===== src/design/fifo_page_pool_lookup_unit_defines.svh =====
// Assertion macros used by the page pool lookup controller (fppl_ctrl).
// Each macro expects clk and arst_n to be visible in the module that uses it.
`ifndef FIFO_PAGE_POOL_LOOKUP_UNIT_DEFINES_SVH
`define FIFO_PAGE_POOL_LOOKUP_UNIT_DEFINES_SVH

// Same-cycle implication, disabled during reset
`define FPPL_ASSERT_NOW(label, ante, cons, msg) \
	label: assert property (@(posedge clk) disable iff (!arst_n) (ante) |-> (cons)) \
		else $error(msg);

// Next-cycle implication, disabled during reset
`define FPPL_ASSERT_NEXT(label, ante, cons, msg) \
	label: assert property (@(posedge clk) disable iff (!arst_n) (ante) |=> (cons)) \
		else $error(msg);

`endif


===== src/design/fppl_pkg.sv =====
// Package for the page pool lookup unit: field widths, tag and result types,
// and the controller state encoding. No dependencies.
package fppl_pkg;

	localparam int unsigned POOL_DEPTH_DEF = 8;
	localparam int unsigned MID_W          = 16;
	localparam int unsigned PIDX_W         = 16;
	localparam int unsigned SLOT_W         = 3;
	localparam int unsigned CAP_W          = 4;
	localparam logic [CAP_W-1:0] CAP_RESET = 4'd8;

	typedef struct packed {
		logic [MID_W-1:0]  matrix_id;
		logic [PIDX_W-1:0] page_index;
	} tag_t;

	typedef struct packed {
		logic              hit;
		logic [SLOT_W-1:0] slot;
		logic              evicted;
		logic [MID_W-1:0]  evicted_matrix_id;
		logic [PIDX_W-1:0] evicted_page_index;
	} result_t;

	typedef enum logic [1:0] {
		ST_IDLE,
		ST_SEARCH,
		ST_INSERT,
		ST_DONE
	} state_t;

endpackage


===== src/design/fppl_ifs.sv =====
// Valid/ready channel interfaces for the page pool lookup unit:
// request, response and configuration write. Depends on fppl_pkg.
interface fppl_req_if;
	logic                        valid;
	logic                        ready;
	logic [fppl_pkg::MID_W-1:0]  matrix_id;
	logic [fppl_pkg::PIDX_W-1:0] page_index;

	modport source(output valid, output matrix_id, output page_index, input ready);
	modport sink(input valid, input matrix_id, input page_index, output ready);
endinterface

interface fppl_rsp_if;
	logic                        valid;
	logic                        ready;
	logic                        hit;
	logic [fppl_pkg::SLOT_W-1:0] slot;
	logic                        evicted;
	logic [fppl_pkg::MID_W-1:0]  evicted_matrix_id;
	logic [fppl_pkg::PIDX_W-1:0] evicted_page_index;

	modport source(output valid, output hit, output slot, output evicted,
		output evicted_matrix_id, output evicted_page_index, input ready);
	modport sink(input valid, input hit, input slot, input evicted,
		input evicted_matrix_id, input evicted_page_index, output ready);
endinterface

interface fppl_cfg_if;
	logic                       valid;
	logic                       ready;
	logic [fppl_pkg::CAP_W-1:0] pool_capacity;

	modport source(output valid, output pool_capacity, input ready);
	modport sink(input valid, input pool_capacity, output ready);
endinterface


===== src/design/fifo_page_pool_lookup_unit.sv =====
// Page pool lookup unit. Each request beat (matrix_id, page_index) is looked
// up in a fully associative pool of POOL_DEPTH page tags held in a tag RAM with
// registered read. The walk reads one tag per cycle from oldest to newest. A
// hit on the entry k places behind the oldest (k = 0 for the oldest) ends the
// walk there. A miss walks every resident tag and then writes the new tag; with
// an empty pool it goes straight to the write. The result is registered in the
// controller and then loaded into the output register that drives rsp. Once it
// is loaded, the unit returns to idle and can accept the next request. A miss
// inserts the page. Once pool_capacity pages (at least one, at most POOL_DEPTH)
// are resident, it first evicts the oldest one and reports its tag. Hits do not
// change the order. One request is in flight at a time. The next is accepted
// while the previous response waits in the output register. The pool is empty
// after reset with no clearing pass. Write pool_capacity only while no request
// is in flight.
// Depends on fppl_pkg, fppl_ifs, fppl_ctrl and fppl_tag_ram.
module fifo_page_pool_lookup_unit #(
	parameter int unsigned POOL_DEPTH = fppl_pkg::POOL_DEPTH_DEF
) (
	input logic        clk,
	input logic        arst_n,
	fppl_req_if.sink   req,
	fppl_rsp_if.source rsp,
	fppl_cfg_if.sink   cfg
);
	import fppl_pkg::*;

	localparam int unsigned AW = (POOL_DEPTH > 1) ? $clog2(POOL_DEPTH) : 1;

	logic [CAP_W-1:0] cap_q;
	logic             res_valid, res_take, out_valid_q;
	result_t          res, out_q;
	logic             ram_we;
	logic [AW-1:0]    ram_waddr, ram_raddr;
	tag_t             ram_wdata, ram_rdata;

	// Capacity register, always writable
	assign cfg.ready = 1'b1;
	always_ff @(posedge clk or negedge arst_n) begin
		if (!arst_n) begin
			cap_q <= CAP_RESET;
		end else if (cfg.valid) begin
			cap_q <= cfg.pool_capacity;
		end
	end

	fppl_ctrl #(.POOL_DEPTH(POOL_DEPTH)) u_ctrl (
		.clk           (clk),
		.arst_n        (arst_n),
		.req           (req),
		.pool_capacity (cap_q),
		.res_valid     (res_valid),
		.res_take      (res_take),
		.res           (res),
		.ram_we        (ram_we),
		.ram_waddr     (ram_waddr),
		.ram_wdata     (ram_wdata),
		.ram_raddr     (ram_raddr),
		.ram_rdata     (ram_rdata)
	);

	fppl_tag_ram #(.POOL_DEPTH(POOL_DEPTH)) u_tag_ram (
		.clk   (clk),
		.we    (ram_we),
		.waddr (ram_waddr),
		.wdata (ram_wdata),
		.raddr (ram_raddr),
		.rdata (ram_rdata)
	);

	// Output register: load when empty or drained this cycle
	assign res_take = !out_valid_q || rsp.ready;

	always_ff @(posedge clk or negedge arst_n) begin
		if (!arst_n) begin
			out_valid_q <= 1'b0;
		end else if (res_take) begin
			out_valid_q <= res_valid;
		end
	end

	always_ff @(posedge clk) begin
		if (res_valid && res_take) begin
			out_q <= res;
		end
	end

	assign rsp.valid              = out_valid_q;
	assign rsp.hit                = out_q.hit;
	assign rsp.slot               = out_q.slot;
	assign rsp.evicted            = out_q.evicted;
	assign rsp.evicted_matrix_id  = out_q.evicted_matrix_id;
	assign rsp.evicted_page_index = out_q.evicted_page_index;

endmodule


===== src/design/fppl_tag_ram.sv =====
// Tag memory of the page pool: one write port, one read port, registered read.
// Depends on fppl_pkg for the tag type.
module fppl_tag_ram #(
	parameter int unsigned POOL_DEPTH = fppl_pkg::POOL_DEPTH_DEF,
	localparam int unsigned AW = (POOL_DEPTH > 1) ? $clog2(POOL_DEPTH) : 1
) (
	input  logic           clk,
	input  logic           we,
	input  logic [AW-1:0]  waddr,
	input  fppl_pkg::tag_t wdata,
	input  logic [AW-1:0]  raddr,
	output fppl_pkg::tag_t rdata
);
	import fppl_pkg::*;

	tag_t mem [POOL_DEPTH];

	// Write the inserted tag
	always_ff @(posedge clk) begin
		if (we) begin
			mem[waddr] <= wdata;
		end
	end

	// Read one entry per cycle, data registered
	always_ff @(posedge clk) begin
		rdata <= mem[raddr];
	end

endmodule


===== src/design/fppl_ctrl.sv =====
// Lookup controller: walks the resident tags from oldest to newest, inserts on
// a miss with FIFO eviction. Depends on fppl_pkg, fppl_ifs and the macro header.
`include "fifo_page_pool_lookup_unit_defines.svh"

module fppl_ctrl #(
	parameter int unsigned POOL_DEPTH = fppl_pkg::POOL_DEPTH_DEF,
	localparam int unsigned AW = (POOL_DEPTH > 1) ? $clog2(POOL_DEPTH) : 1
) (
	input  logic                       clk,
	input  logic                       arst_n,
	fppl_req_if.sink                   req,
	input  logic [fppl_pkg::CAP_W-1:0] pool_capacity,
	output logic                       res_valid,
	input  logic                       res_take,
	output fppl_pkg::result_t          res,
	output logic                       ram_we,
	output logic [AW-1:0]              ram_waddr,
	output fppl_pkg::tag_t             ram_wdata,
	output logic [AW-1:0]              ram_raddr,
	input  fppl_pkg::tag_t             ram_rdata
);
	import fppl_pkg::*;

	localparam int unsigned CW = $clog2(POOL_DEPTH + 1);
	localparam int unsigned SW = CW + 1;
	localparam int unsigned EW = (CW > CAP_W) ? CW : CAP_W;

	state_t        state_q, state_d;
	logic [AW-1:0] oldest_q, raddr_q, oldest_inc, raddr_inc, tail;
	logic [CW-1:0] count_q, idx_q;
	logic [SW-1:0] tail_sum;
	logic [EW-1:0] cap_ext, eff_cap;
	tag_t          req_tag_q, first_q;
	result_t       res_q;
	logic          accept, match, last, full;

	function automatic logic [AW-1:0] ring_inc(input logic [AW-1:0] a);
		if (a == AW'(POOL_DEPTH - 1)) begin
			return '0;
		end
		return a + 1'b1;
	endfunction

	// Ring arithmetic and pool status
	always_comb begin
		oldest_inc = ring_inc(oldest_q);
		raddr_inc  = ring_inc(raddr_q);
		tail_sum   = SW'(oldest_q) + SW'(count_q);
		tail       = (tail_sum >= SW'(POOL_DEPTH)) ? AW'(tail_sum - SW'(POOL_DEPTH))
		                                           : AW'(tail_sum);
		cap_ext    = EW'(pool_capacity);
		if (cap_ext == '0) begin
			eff_cap = EW'(1);
		end else if (cap_ext > EW'(POOL_DEPTH)) begin
			eff_cap = EW'(POOL_DEPTH);
		end else begin
			eff_cap = cap_ext;
		end
		full   = (EW'(count_q) >= eff_cap);
		match  = (ram_rdata == req_tag_q);
		last   = (CW'(idx_q + 1'b1) == count_q);
		accept = req.valid && req.ready;
	end

	// Next state
	always_comb begin
		state_d = state_q;
		unique case (state_q)
			ST_IDLE: begin
				if (accept) begin
					state_d = (count_q == '0) ? ST_INSERT : ST_SEARCH;
				end
			end
			ST_SEARCH: begin
				if (match) begin
					state_d = ST_DONE;
				end else if (last) begin
					state_d = ST_INSERT;
				end
			end
			ST_INSERT: state_d = ST_DONE;
			ST_DONE: begin
				if (res_take) begin
					state_d = ST_IDLE;
				end
			end
			default: state_d = ST_IDLE;
		endcase
	end

	// Outputs: memory port, handshakes, result
	always_comb begin
		req.ready = (state_q == ST_IDLE);
		res_valid = (state_q == ST_DONE);
		res       = res_q;
		ram_raddr = (state_q == ST_SEARCH) ? raddr_inc : oldest_q;
		ram_we    = (state_q == ST_INSERT);
		ram_waddr = tail;
		ram_wdata = req_tag_q;
	end

	// Control state
	always_ff @(posedge clk or negedge arst_n) begin
		if (!arst_n) begin
			state_q  <= ST_IDLE;
			oldest_q <= '0;
			count_q  <= '0;
		end else begin
			state_q <= state_d;
			if (state_q == ST_INSERT) begin
				if (full) begin
					oldest_q <= oldest_inc;
				end else begin
					count_q <= CW'(count_q + 1'b1);
				end
			end
		end
	end

	// Walk position, captured request, oldest tag and result
	always_ff @(posedge clk) begin
		raddr_q <= ram_raddr;
		if (state_q == ST_IDLE) begin
			idx_q <= '0;
		end else if (state_q == ST_SEARCH) begin
			idx_q <= CW'(idx_q + 1'b1);
		end
		if (accept) begin
			req_tag_q.matrix_id  <= req.matrix_id;
			req_tag_q.page_index <= req.page_index;
		end
		if (state_q == ST_SEARCH && idx_q == '0) begin
			first_q <= ram_rdata;
		end
		if (state_q == ST_SEARCH && match) begin
			res_q.hit                <= 1'b1;
			res_q.slot               <= SLOT_W'(raddr_q);
			res_q.evicted            <= 1'b0;
			res_q.evicted_matrix_id  <= '0;
			res_q.evicted_page_index <= '0;
		end else if (state_q == ST_INSERT) begin
			res_q.hit                <= 1'b0;
			res_q.slot               <= SLOT_W'(tail);
			res_q.evicted            <= full;
			res_q.evicted_matrix_id  <= full ? first_q.matrix_id : '0;
			res_q.evicted_page_index <= full ? first_q.page_index : '0;
		end
	end

	`FPPL_ASSERT_NEXT(a_accept_starts_walk, accept,
		(state_q == ST_SEARCH || state_q == ST_INSERT), "accepted beat did not start a lookup")
	`FPPL_ASSERT_NEXT(a_grow_without_evict, (state_q == ST_INSERT && !full),
		(count_q == CW'($past(count_q) + 1'b1)), "insert without eviction did not grow pool")
	`FPPL_ASSERT_NEXT(a_evict_advances_head, (state_q == ST_INSERT && full),
		(oldest_q == $past(oldest_inc) && $stable(count_q)), "eviction did not advance head")
	`FPPL_ASSERT_NOW(a_hit_never_evicts, (res_valid && res.hit),
		(!res.evicted && res.evicted_matrix_id == '0), "hit result reports an eviction")

endmodule


===== src/flat_wrapper.sv =====
// flat-port wrapper written by rule: the top's interface ports become plain ports
module fifo_page_pool_lookup_unit_flat import fppl_pkg::*;
#(
	parameter int unsigned POOL_DEPTH = fppl_pkg::POOL_DEPTH_DEF
)
  (clk, arst_n, req_valid, req_matrix_id, req_page_index, req_ready, rsp_valid, rsp_hit, rsp_slot, rsp_evicted, rsp_evicted_matrix_id, rsp_evicted_page_index, rsp_ready, cfg_valid, cfg_pool_capacity, cfg_ready);
  fppl_req_if req_i ();
  fppl_rsp_if rsp_i ();
  fppl_cfg_if cfg_i ();
  input logic clk;
  input logic arst_n;
  input wire logic [$bits(req_i.valid)-1:0] req_valid;
  input wire logic [$bits(req_i.matrix_id)-1:0] req_matrix_id;
  input wire logic [$bits(req_i.page_index)-1:0] req_page_index;
  output wire logic [$bits(req_i.ready)-1:0] req_ready;
  output wire logic [$bits(rsp_i.valid)-1:0] rsp_valid;
  output wire logic [$bits(rsp_i.hit)-1:0] rsp_hit;
  output wire logic [$bits(rsp_i.slot)-1:0] rsp_slot;
  output wire logic [$bits(rsp_i.evicted)-1:0] rsp_evicted;
  output wire logic [$bits(rsp_i.evicted_matrix_id)-1:0] rsp_evicted_matrix_id;
  output wire logic [$bits(rsp_i.evicted_page_index)-1:0] rsp_evicted_page_index;
  input wire logic [$bits(rsp_i.ready)-1:0] rsp_ready;
  input wire logic [$bits(cfg_i.valid)-1:0] cfg_valid;
  input wire logic [$bits(cfg_i.pool_capacity)-1:0] cfg_pool_capacity;
  output wire logic [$bits(cfg_i.ready)-1:0] cfg_ready;
  assign req_i.valid = req_valid;
  assign req_i.matrix_id = req_matrix_id;
  assign req_i.page_index = req_page_index;
  assign req_ready = req_i.ready;
  assign rsp_valid = rsp_i.valid;
  assign rsp_hit = rsp_i.hit;
  assign rsp_slot = rsp_i.slot;
  assign rsp_evicted = rsp_i.evicted;
  assign rsp_evicted_matrix_id = rsp_i.evicted_matrix_id;
  assign rsp_evicted_page_index = rsp_i.evicted_page_index;
  assign rsp_i.ready = rsp_ready;
  assign cfg_i.valid = cfg_valid;
  assign cfg_i.pool_capacity = cfg_pool_capacity;
  assign cfg_ready = cfg_i.ready;
  fifo_page_pool_lookup_unit #(.POOL_DEPTH(POOL_DEPTH)) u_core (.clk(clk), .arst_n(arst_n), .req(req_i), .rsp(rsp_i), .cfg(cfg_i));
endmodule

===== config.mk =====
export PLATFORM = sky130hd
export DESIGN_NAME = fifo_page_pool_lookup_unit_flat
export DESIGN_NICKNAME = d
export VERILOG_FILES = /design/src/design/fppl_pkg.sv /design/src/design/fppl_ifs.sv /design/src/design/fifo_page_pool_lookup_unit.sv /design/src/design/fppl_tag_ram.sv /design/src/design/fppl_ctrl.sv /design/src/flat_wrapper.sv
export VERILOG_INCLUDE_DIRS = /design/src /design/src/design
export SDC_FILE = /design/constraint.sdc
export NUM_CORES = 1
export LEC_CHECK = 0
export ABC_CLOCK_PERIOD_IN_PS = 5800
export BUFFER_PORTS_ARGS = -buffer_cell sky130_fd_sc_hd__buf_2
export CORE_ASPECT_RATIO = 0.7
export CORE_MARGIN = 2
export CORE_UTILIZATION = 55
export CTS_CLUSTER_DIAMETER = 200
export DETAILED_ROUTE_END_ITERATION = 8
export GPL_TIMING_DRIVEN = 0
export MAX_ROUTING_LAYER = met4
export PLACE_DENSITY = 0.73
export SYNTH_ARGS = -nofsm -noshare
export SYNTH_HDL_FRONTEND = slang
export SYNTH_SLANG_ARGS = --single-unit

===== constraint.sdc =====
create_clock -name clk -period 5.8 [get_ports clk]
set_input_delay 1.16 -clock clk [delete_from_list [all_inputs] [get_ports clk]]
set_output_delay 1.16 -clock clk [all_outputs]
set_load 0.02 [all_outputs]

# After elaboration in Yosys (flattened, before gate mapping)
# Memories as Yosys holds them, arrays and structs flattened. A register that Yosys moved wholly into a read port is not among the register bits.
# Cells that the tools add are included.
totals:
  n_memories: 1
  out_inout_bits: 40
  input_bits: 41
  ramBits: 256
  ff_bits: 159
memory_table:
  columns: ["memory", "depth", "width", "read_ports", "rd_ports_with_merged_regs", "wr", "line_no", "text"]
  rows:
  - ["u_core.u_tag_ram.mem", 8, 32, 1, 1, 1, "fppl_tag_ram.sv:16", "tag_t mem [POOL_DEPTH];"]
classes:
  reduce_logical: 14
  n_lt_le_gt_ge: 3
  bitwise: 1
  n_mux: 22
  n_addsub: 6
  n_eq_ne: 10
op_table:
  columns: ["operator", "n"]
  rows:
  - ["36-bit 2-to-1 mux", 2]
  - ["32-bit == test", 1]
  - ["16-bit 2-to-1 mux", 2]
  - ["3-bit 2-to-1 mux", 6]
  - ["4-bit zero test", 3]
  - ["2-bit 2-to-1 mux", 5]
  - ["4-bit by 1-bit adder with 4-bit output (second input constant)", 2]
  - ["4-bit 2-to-1 mux", 2]
  - ["2-bit case mux with 4 select lines", 1]
  - ["3-bit by 1-bit adder with 3-bit output (second input constant)", 2]
  - ["3-bit == test (second input constant)", 2]
  - ["3-bit by 4-bit adder with 5-bit output", 1]
  - ["5-bit by 4-bit greater-or-equal comparator with 1-bit output (second input constant)", 1]
  - ["2-bit == test (second input constant)", 2]
  - ["4-bit == test", 1]
  - ["4-bit greater-or-equal comparator", 1]
  - ["4-bit greater-than comparator (second input constant)", 1]
  - ["1-bit logical AND", 4]
  - ["1-bit 2-to-1 mux", 4]
  - ["2-bit AND reduction", 2]
  - ["3-bit inequality test (second input constant)", 1]
  - ["3-bit AND reduction", 1]
  - ["3-bit by 1-bit subtractor with 3-bit output (second input constant)", 1]
  - ["2-bit by 1-bit == test with 1-bit output (second input constant)", 1]
  - ["other kinds (7)", 7]

# Logic depth before layout (Yosys ltp)
# Gate-level depths: netlist of run 1.
depth:
  depth_word: 7
  ltp_mapped: 11
  ltp_nobuf: 10

# By module
# A second synthesis of run 1 with hierarchy kept.
hier_totals:
  hier_cells: 769
  area_unflattened_um2: 16350.7
by_module_without_submodules:
  columns: ["module", "cells_each", "n_inst", "area_per_inst_um2", "seq_area_each_um2"]
  rows:
  - ["fppl_tag_ram", 415, 1, 10466.3, 8328.0]
  - ["fppl_ctrl", 303, 1, 4571.9, 3057.9]
  - ["fifo_page_pool_lookup_unit", 51, 1, 1312.5, 1237.4]

# Worst setup path after synthesis of run 1
# OpenSTA, ideal clock, no wires.
synth_timing:
  path_kind: "register -> register"
  start: "register u_core.u_ctrl.state_q[1]"
  end: "register u_core.u_ctrl.first_q[0] (netlist name), enable pin"
  t_arrival_ns: 4.425
  path_buffers: 2
  path_slack_ns: 0.862
  stages_incl_launch_ff: 7
  cell_sequence: "dfrtp_1 -> inv_1 -> ha_1 -> buf_2 -> buf_2 -> inv_1 -> nor4b_1"
synth_via:
  elab_chain_len: 2
synth_lines:
  columns: ["item", "line_no", "text"]
  rows:
  - ["start: declaration", "fppl_ctrl.sv:28", "state_t state_q, state_d;"]
  - ["start signal: assignment", "fppl_ctrl.sv:109", "state_q <= state_d;"]
  - ["2-bit by 1-bit == test with 1-bit output", "fppl_ctrl.sv:132", "if (state_q == ST_SEARCH && idx_q == '0) begin"]
  - ["1-bit logical AND", "fppl_ctrl.sv:132", null]
  - ["end signal: assignment", "fppl_ctrl.sv:133", "first_q <= ram_rdata;"]
  - ["end: declaration", "fppl_ctrl.sv:33", "tag_t req_tag_q, first_q;"]
# No other way between the ends.
# A chain may end at the register's enable or synchronous reset.

# Final worst setup path of run 1
layout_timing:
  start: "register u_core.u_ctrl.count_q[0]"
  end: "memory u_core.u_tag_ram.mem[2][17] (netlist name), enable pin"
layout_via:
  elab_chain_len: 3
  elab_cells_between_ends: 4
layout_lines:
  columns: ["item", "line_no", "text"]
  rows:
  - ["start: declaration", "fppl_ctrl.sv:30", "logic [CW-1:0] count_q, idx_q;"]
  - ["start signal: assignment", "fppl_ctrl.sv:114", "count_q <= CW'(count_q + 1'b1);"]
  - ["3-bit by 4-bit adder with 5-bit output (*)", "fppl_ctrl.sv:48", "tail_sum = SW'(oldest_q) + SW'(count_q);"]
  - ["5-bit by 4-bit greater-or-equal comparator with 1-bit output / 3-bit by 1-bit subtractor with 3-bit output (equally long branches)", "fppl_ctrl.sv:49", "tail = (tail_sum >= SW'(POOL_DEPTH)) ? AW'(tail_sum - SW'(POOL_DEPTH))"]
  - ["3-bit 2-to-1 mux (*)", "fppl_ctrl.sv:49", null]
  - ["end: declaration", "fppl_tag_ram.sv:16", null]
# Every way passes the cells marked *; elsewhere a longest branch is shown, timed or not.

==> summary.txt, run 1 <==
final period utilization: 0.515
r2r endpoint: u_core.u_tag_ram.mem[2][17]$_DFFE_PP_
YS warnings: 0
crit end category: flip-flop
Core Region: 29800 µm²
family with the most delay on the worst path: simple AND/OR/NAND/NOR gates
post-synth top area share: 0.655
worst clock skew: 0.0134 ns
dpl hpwl: 24000 µm
post-route cell area: 19000 µm²
FFs w/ async S/R, synth: 0.0313
htree depth: 2
total routed wirelength: 35800 µm
RSZ-0062 raised after global routing: false
Placed Cells: 1668
final setup fails: 0
PortBufs: 79
Final GP Congestion: 0.827
DR pass1 iterations: 5
WP buf/inv: 2
non-filler instance count after layout: 1744
clk root buf: clkbuf_16
Starting Density: 0.555
Hold WC Path Type: flip-flop to flip-flop
status: finished, final reports clean
vias in the first global route: 9149
sequential area share after synthesis: 0.764
RR Startpoint: u_core.u_ctrl.count_q[0]$_DFFE_PN0P_
Worst Max-Slew Pin Slew: 0.956 ns
highest ir drop seen on vdd: 0.272 mV
initial antenna violation count: 1
Hold Path Depth: 0
Relative slew margins: 0.359
height of the die: 149 µm
First DRT Iteration DRCs: 1242
Layout area overhead: 15.3%
commonest non-fill, non-tap cell in the layout: edfxtp_1
Top Ports: 81
Clock Sink Count: 447
GRT Total Usage: 0.240
row count: 53
Reg2Reg Depth: 6
drt drc: 0
largest net degree at the start of global routing: 38
ANT nets after route: 0
Max Fclk: 334 MHz
CTS Buf Count: 41
Final min period: 2.99 ns
Post-layout nets: 1385
Cell variety after synth: 42
most frequent cells in the layout: 360 x edfxtp_1, 298 x nand2_1, 164 x nand3_1
Yosys reg bits: 447
post-synth top area cell: edfxtp_1
layout cell share with drive strength beyond 1: 0.146
type of the worst setup path: flip-flop to flip-flop
CP max FO: 11
worst hold start: u_core.u_ctrl.res[34]$_DFFE_PP_
critical path arrival: 3.23 ns
Clock transition at path regs: 0.06 ns
Hold Path End: u_core.rsp.slot[1]$_DFFE_PP_
clk buf depth: 3
Critical-path top delay cell: nor3_2
Overflow after GRT: 0
n_diodes: 0
Area contributors post-synth: edfxtp_1 65%, dfxtp_1 8.8%, nand2_1 6.8%
total design power: 11800 µW
Max-Cap Viols: 0
Clk Latency, worst-skew pair: 0.55 ns
FF-to-FF setup slack: 2.81 ns
vias per cell: 5.57
mapped cell area: 16500 µm²
CTS tree: built
critical path, cell by cell: ha_1 -> fa_1 -> xnor2_1 -> nor3_2 -> buf_8 -> buf_6
total die area: 31500 µm²
post-CTS setup buffers: 0
cts hold-fix bufs: 0
final slew viol count: 0
startpoint type of the worst setup path: flip-flop
number of synthesized flops with an enable pin: 360
Synthesized Nets: 1247
Avg Synthesized Cell Area: 13.9 µm²
cts repair resizes: 0
placed cell area: 17700 µm²
global-route wire length before repair: 54100 µm
DR WL/cell: 20.5 µm
PD cells: 619 nW/µm²
max incr delay on CP: 0.81 ns
Min Hold Slack: 0.426 ns
final hold vios: 0
Leak: 0.00701 µW
fillers: 2066
Vias: 9706
Die Width: 211 µm
critical path data required time: 6.04 ns
top_reg_cell synth: edfxtp_1
Mapped Cells: 1188
-- cells by family after synthesis --
| group | after synthesis | share of synthesized area |
|---|---|---|
| AO/OA/AOI/OAI | 79 | 0.0338 |
| XOR/XNOR | 47 | 0.0249 |
| adder cells (fa/ha/maj) | 18 | 0.0141 |
| buffers and inverters | 75 | 0.0199 |
| flip-flops | 447 | 0.764 |
| multiplexers | 12 | 0.00780 |
| other | 1 | 0.000227 |
| AND/OR/NAND/NOR | 509 | 0.135 |
-- stage by stage --
stage | util | setup TNS (ns) | setup slack [ns]
after floorplan | - | 0 | 0.862
after global placement | 0.584 | -19.15 | -0.242
after detailed placement | 0.595 | 0 | 2.82
after CTS | 0.640 | 0 | 2.80
after global routing | 0.640 | 0 | 2.68
final | 0.640 | 0 | 2.81
-- worst max-delay path by stage --
stage	from	to	depth (start not counted)
final	u_core.u_ctrl.count_q[0]$_DFFE_PN0P_	u_core.u_tag_ram.mem[2][17]$_DFFE_PP_	6
after global routing	u_core.u_ctrl.state_q[0]$_DFFE_PN0P_	u_core.u_tag_ram.mem[4][20]$_DFFE_PP_	7
after CTS	u_core.u_ctrl.count_q[0]$_DFFE_PN0P_	u_core.u_tag_ram.mem[2][14]$_DFFE_PP_	6
after detailed placement	rsp_ready	u_core.rsp.evicted_matrix_id[7]$_DFFE_PP_	3
after global placement	u_core.u_ctrl.state_q[1]$_DFFE_PN0P_	u_core.u_ctrl.first_q[26]$_DFFE_PP_	6
after floorplan	u_core.u_ctrl.state_q[1]$_DFFE_PN0P_	u_core.u_ctrl.first_q[0]$_DFFE_PP_	6
-- per-layer routing --
| layer | GRT usage | vias up | wire length [µm] |
|---|---|---|---|
| met5 | - | - | 0 |
| met4 | 0.0585 | 0 | 662 |
| met3 | 0.0457 | 53 | 3630 |
| met2 | 0.348 | 495 | 15400 |
| met1 | 0.356 | 4621 | 16100 |
| li1 | - | 4537 | - |
-- cells in the mapped netlist, types with 2 or more instances --
cell type    n
edfxtp_1   360
nand2_1    298
nand3_1    164
dfxtp_1     73
xnor2_1     41
a22o_1      32
clkbuf_1    26
o21ai_1     22
nor2_1      20
buf_2       17
ha_1        17
inv_1       14
o21ai_0     14
buf_1       13
dfrtp_1     13
nand4_1     13
xor2_1       6
mux2i_1      5
mux2_1       4
a21o_1       3
buf_6        3
mux2_2       3
nor3_1       3
a21boi_0     2
a31oi_2      2
and2_1       2
nand2b_1     2
nor4_4       2
-- flip-flops by register name, indices dropped and copies added (netlist names), 4 cells and up --
name,cells
u_core.cap_q,4
u_core.rsp.evicted_matrix_id,16
u_core.rsp.evicted_page_index,16
u_core.u_ctrl.count_q,4
u_core.u_ctrl.first_q,32
u_core.u_ctrl.idx_q,4
u_core.u_ctrl.ram_wdata,32
u_core.u_ctrl.res,37
u_core.u_tag_ram.mem,256
u_core.u_tag_ram.rdata,32
-- power breakdown --
part	internal (µW)	switching (µW)	total, µW	leakage (µW)
Combinational	1280	2780	4060	0.00230
Clock	1540	1130	2670	0.000654
Sequential	4540	515	5060	0.00406
Total	7360	4430	11800	0.00701
-- cell type report --
cell class | count | area (µm²) | share of cell area
clock buffer | 59 | 1170 | 0.0612
clock inverter | 17 | 163 | 0.00854
inverter | 15 | 56.3 | 0.00296
tap | 385 | 482 | 0.0253
buffer | 60 | 273 | 0.0143
timing repair buffer | 95 | 659 | 0.0346
multi-input combinational | 666 | 3630 | 0.190
sequential | 447 | 12600 | 0.663
Note: power is estimated with default switching activity, not from simulation.
==> run 2: changes to the inputs <==
--- a/config.mk
+++ b/config.mk
@@ -6,7 +6,7 @@
 export SDC_FILE = /design/constraint.sdc
 export NUM_CORES = 1
 export LEC_CHECK = 0
-export ABC_CLOCK_PERIOD_IN_PS = 5800
+export ABC_CLOCK_PERIOD_IN_PS = 2600
 export BUFFER_PORTS_ARGS = -buffer_cell sky130_fd_sc_hd__buf_2
 export CORE_ASPECT_RATIO = 0.7
 export CORE_MARGIN = 2
@@ -15,7 +15,7 @@
 export DETAILED_ROUTE_END_ITERATION = 8
 export GPL_TIMING_DRIVEN = 0
 export MAX_ROUTING_LAYER = met4
-export PLACE_DENSITY = 0.73
+export PLACE_DENSITY = 0.76
 export SYNTH_ARGS = -nofsm -noshare
 export SYNTH_HDL_FRONTEND = slang
 export SYNTH_SLANG_ARGS = --single-unit
==> constraint.sdc (replaced) <==
create_clock -name clk -period 2.6 [get_ports clk]
set_input_delay 0.52 -clock clk [delete_from_list [all_inputs] [get_ports clk]]
set_output_delay 0.52 -clock clk [all_outputs]
set_load 0.02 [all_outputs]
==> run 2 against run 1 <==
  * Maximum frequency rose by 20%
  * Sequential share of layout area fell by 1.0 points
  * Total power rose by 130%
  * Routed wire length rose by 2.7%
==> summary.txt, run 2 (synthesized netlist as in run 1, its figures left out) <==
status: finished, final reports clean
final slew viol count: 0 (unchanged)
htree depth: 2 (unchanged)
CTS Buf Count: 40 (-2.4%)
final hold vios: 0 (unchanged)
Post-layout nets: 1392 (+0.51%)
pre-CTS WS: -0.293 ns (-3.12 ns)
Layout area overhead: 17.2%
Worst Max-Slew Pin Slew: 0.788 ns (-0.168 ns)
Clk Latency, worst-skew pair: 0.54 ns (about the same)
RR Startpoint: u_core.u_ctrl.oldest_q[0]$_DFFE_PN0P_
Min Hold Slack: 0.155 ns (-0.271 ns)
final period utilization: 0.961 (+0.445)
final setup fails: 0 (unchanged)
Clock transition at path regs: 0.07 ns (about the same)
vias in the first global route: 9637 (+5.3%)
First DRT Iteration DRCs: 1170 (-5.8%)
FF-to-FF setup slack: 0.10 ns (-2.71 ns)
global-route wire length before repair: 55500 µm (+2.5%)
drt drc: 0 (unchanged)
total routed wirelength: 36700 µm (+2.7%)
RSZ-0062 raised after global routing: true
ANT nets after route: 0 (unchanged)
worst hold start: req_matrix_id[14]
WP buf/inv: 1 (-1)
setup ws final: 0.102 ns (-2.71 ns)
Starting Density: 0.555 (unchanged)
Core Region: 29800 µm² (unchanged)
Vias: 10000 (+3.5%)
critical path data required time: 2.83 ns (-3.21 ns)
PortBufs: 79 (unchanged)
GRT Total Usage: 0.247 (+0.00675)
most frequent cells in the layout: 360 x edfxtp_1, 298 x nand2_1, 164 x nand3_1
vias per cell: 5.75 (+3.3%)
Leak: 0.00722 µW (+2.9%)
Top Ports: 81 (unchanged)
crit end category: flip-flop
highest ir drop seen on vdd: 0.647 mV (+140%)
crit path launch: u_core.u_ctrl.oldest_q[0]$_DFFE_PN0P_
Max-Cap Viols: 0 (unchanged)
clk root buf: clkbuf_16
Hold Path End: u_core.u_ctrl.ram_wdata[30]$_DFFE_PP_
total die area: 31500 µm² (unchanged)
Die Width: 211 µm (unchanged)
PD cells: 1390 nW/µm² (+120%)
Hold WC Path Type: input pin to flip-flop
Relative slew margins: 0.474 (+0.115)
height of the die: 149 µm (unchanged)
max incr delay on CP: 0.47 ns (-0.34 ns)
Final GP Congestion: 0.865 (+4.6%)
Critical-path top delay cell: fa_1
critical path, cell by cell: ha_1 -> fa_1 -> xnor2_2 -> nor2_4 -> buf_12
initial antenna violation count: 1 (unchanged)
layout cell share with drive strength beyond 1: 0.181 (+0.0342)
CP max FO: 23 (+12)
r2r endpoint: u_core.u_tag_ram.mem[3][9]$_DFFE_PP_
startpoint type of the worst setup path: flip-flop
worst clock skew: 0.0213 ns (+0.00782 ns)
Largest Register: u_core.u_tag_ram.mem
DR pass1 iterations: 6 (+1)
Final min period: 2.50 ns (-0.492 ns)
row count: 53 (unchanged)
Largest register FFs: 256 (unchanged)
family with the most delay on the worst path: adder cells
type of the worst setup path: flip-flop to flip-flop
Max Fclk: 400 MHz (+20%)
largest net degree at the start of global routing: 38 (unchanged)
critical path arrival: 2.73 ns (-0.50 ns)
Clock Sink Count: 447 (unchanged)
CTS tree: built
Setup TNS Final: 0 ns (unchanged)
Reg2Reg Depth: 5 (-1)
total design power: 26800 µW (+130%)
clk buf depth: 3 (unchanged)
commonest non-fill, non-tap cell in the layout: edfxtp_1
Hold Path Depth: 1 (+1)
DR WL/cell: 21.0 µm (+2.5%)
dpl hpwl: 24200 µm (+1.0%)
Overflow after GRT: 0 (unchanged)
[run 2: power by group]
part | internal [µW] | leakage [µW] | switching (µW)
combinational | 3150 | 0.00249 | 6410
sequential | 10100 | 0.00406 | 1180
clock | 3460 | 0.000663 | 2510
[run 2: metal layers]
layer	vias up	wire [µm]	track usage
met5	-	0	-
met1	4805	15200	0.346
met4	0	994	0.0820
met2	609	15700	0.345
li1	4551	-	-
met3	81	4830	0.0785
[run 2: worst max-delay path by stage]
stage,endpoint,slack (ns),cells past startpoint
final,u_core.u_tag_ram.mem[3][9]$_DFFE_PP_,0.10,5
after global routing,u_core.u_tag_ram.rdata[5]$_DFF_P_,-0.03,11
after CTS,u_core.u_tag_ram.rdata[8]$_DFF_P_,0.02,11
after detailed placement,u_core.u_tag_ram.mem[4][20]$_DFFE_PP_,-0.29,7
after global placement,u_core.u_tag_ram.mem[3][19]$_DFFE_PP_,-1.67,4
after floorplan,u_core.u_tag_ram.mem[7][0]$_DFFE_PP_,-0.47,4
[run 2: cell type report]
class,instances,area [µm²]
timing repair buffer,104,845
antenna,1,2.50
buffer,59,318
fill,2034,10400
clock inverter,19,176
clock buffer,52,1160
multi-input combinational,666,3680
inverter,15,56.3
sequential,447,12600
tap,385,482
[run 2: worst reg2reg max path, cell delays in order (launching register included)]
cell	delay, ns
dfrtp_1	0.45
ha_1	0.25
fa_1	0.47
xnor2_2	0.29
nor2_4	0.45
buf_12	0.27
[run 2: stage by stage]
| stage | cell area, µm² | util | std cells |
|---|---|---|---|
| 3_3_place_gp | 17400 | 0.585 | 1652 |
| 6_report | 19300 | 0.650 | 1748 |
| 5_1_grt | 19300 | 0.650 | 1748 |
| 3_5_place_dp | 17800 | 0.597 | 1664 |
| 4_1_cts | 19300 | 0.647 | 1746 |
| 2_1_floorplan | 16600 | - | 1188 |
[run 2: repair_timing]
| action | CTS | global route |
|---|---|---|
| resized for setup | 15 | 34 |
| hold buffers | 1 | 0 |
| hold endpoints to repair | 13 | 0 |
| setup buffers | 10 | 2 |
| endpoints found under the setup margin | 268 | 139 |
| pin swaps | 7 | 2 |
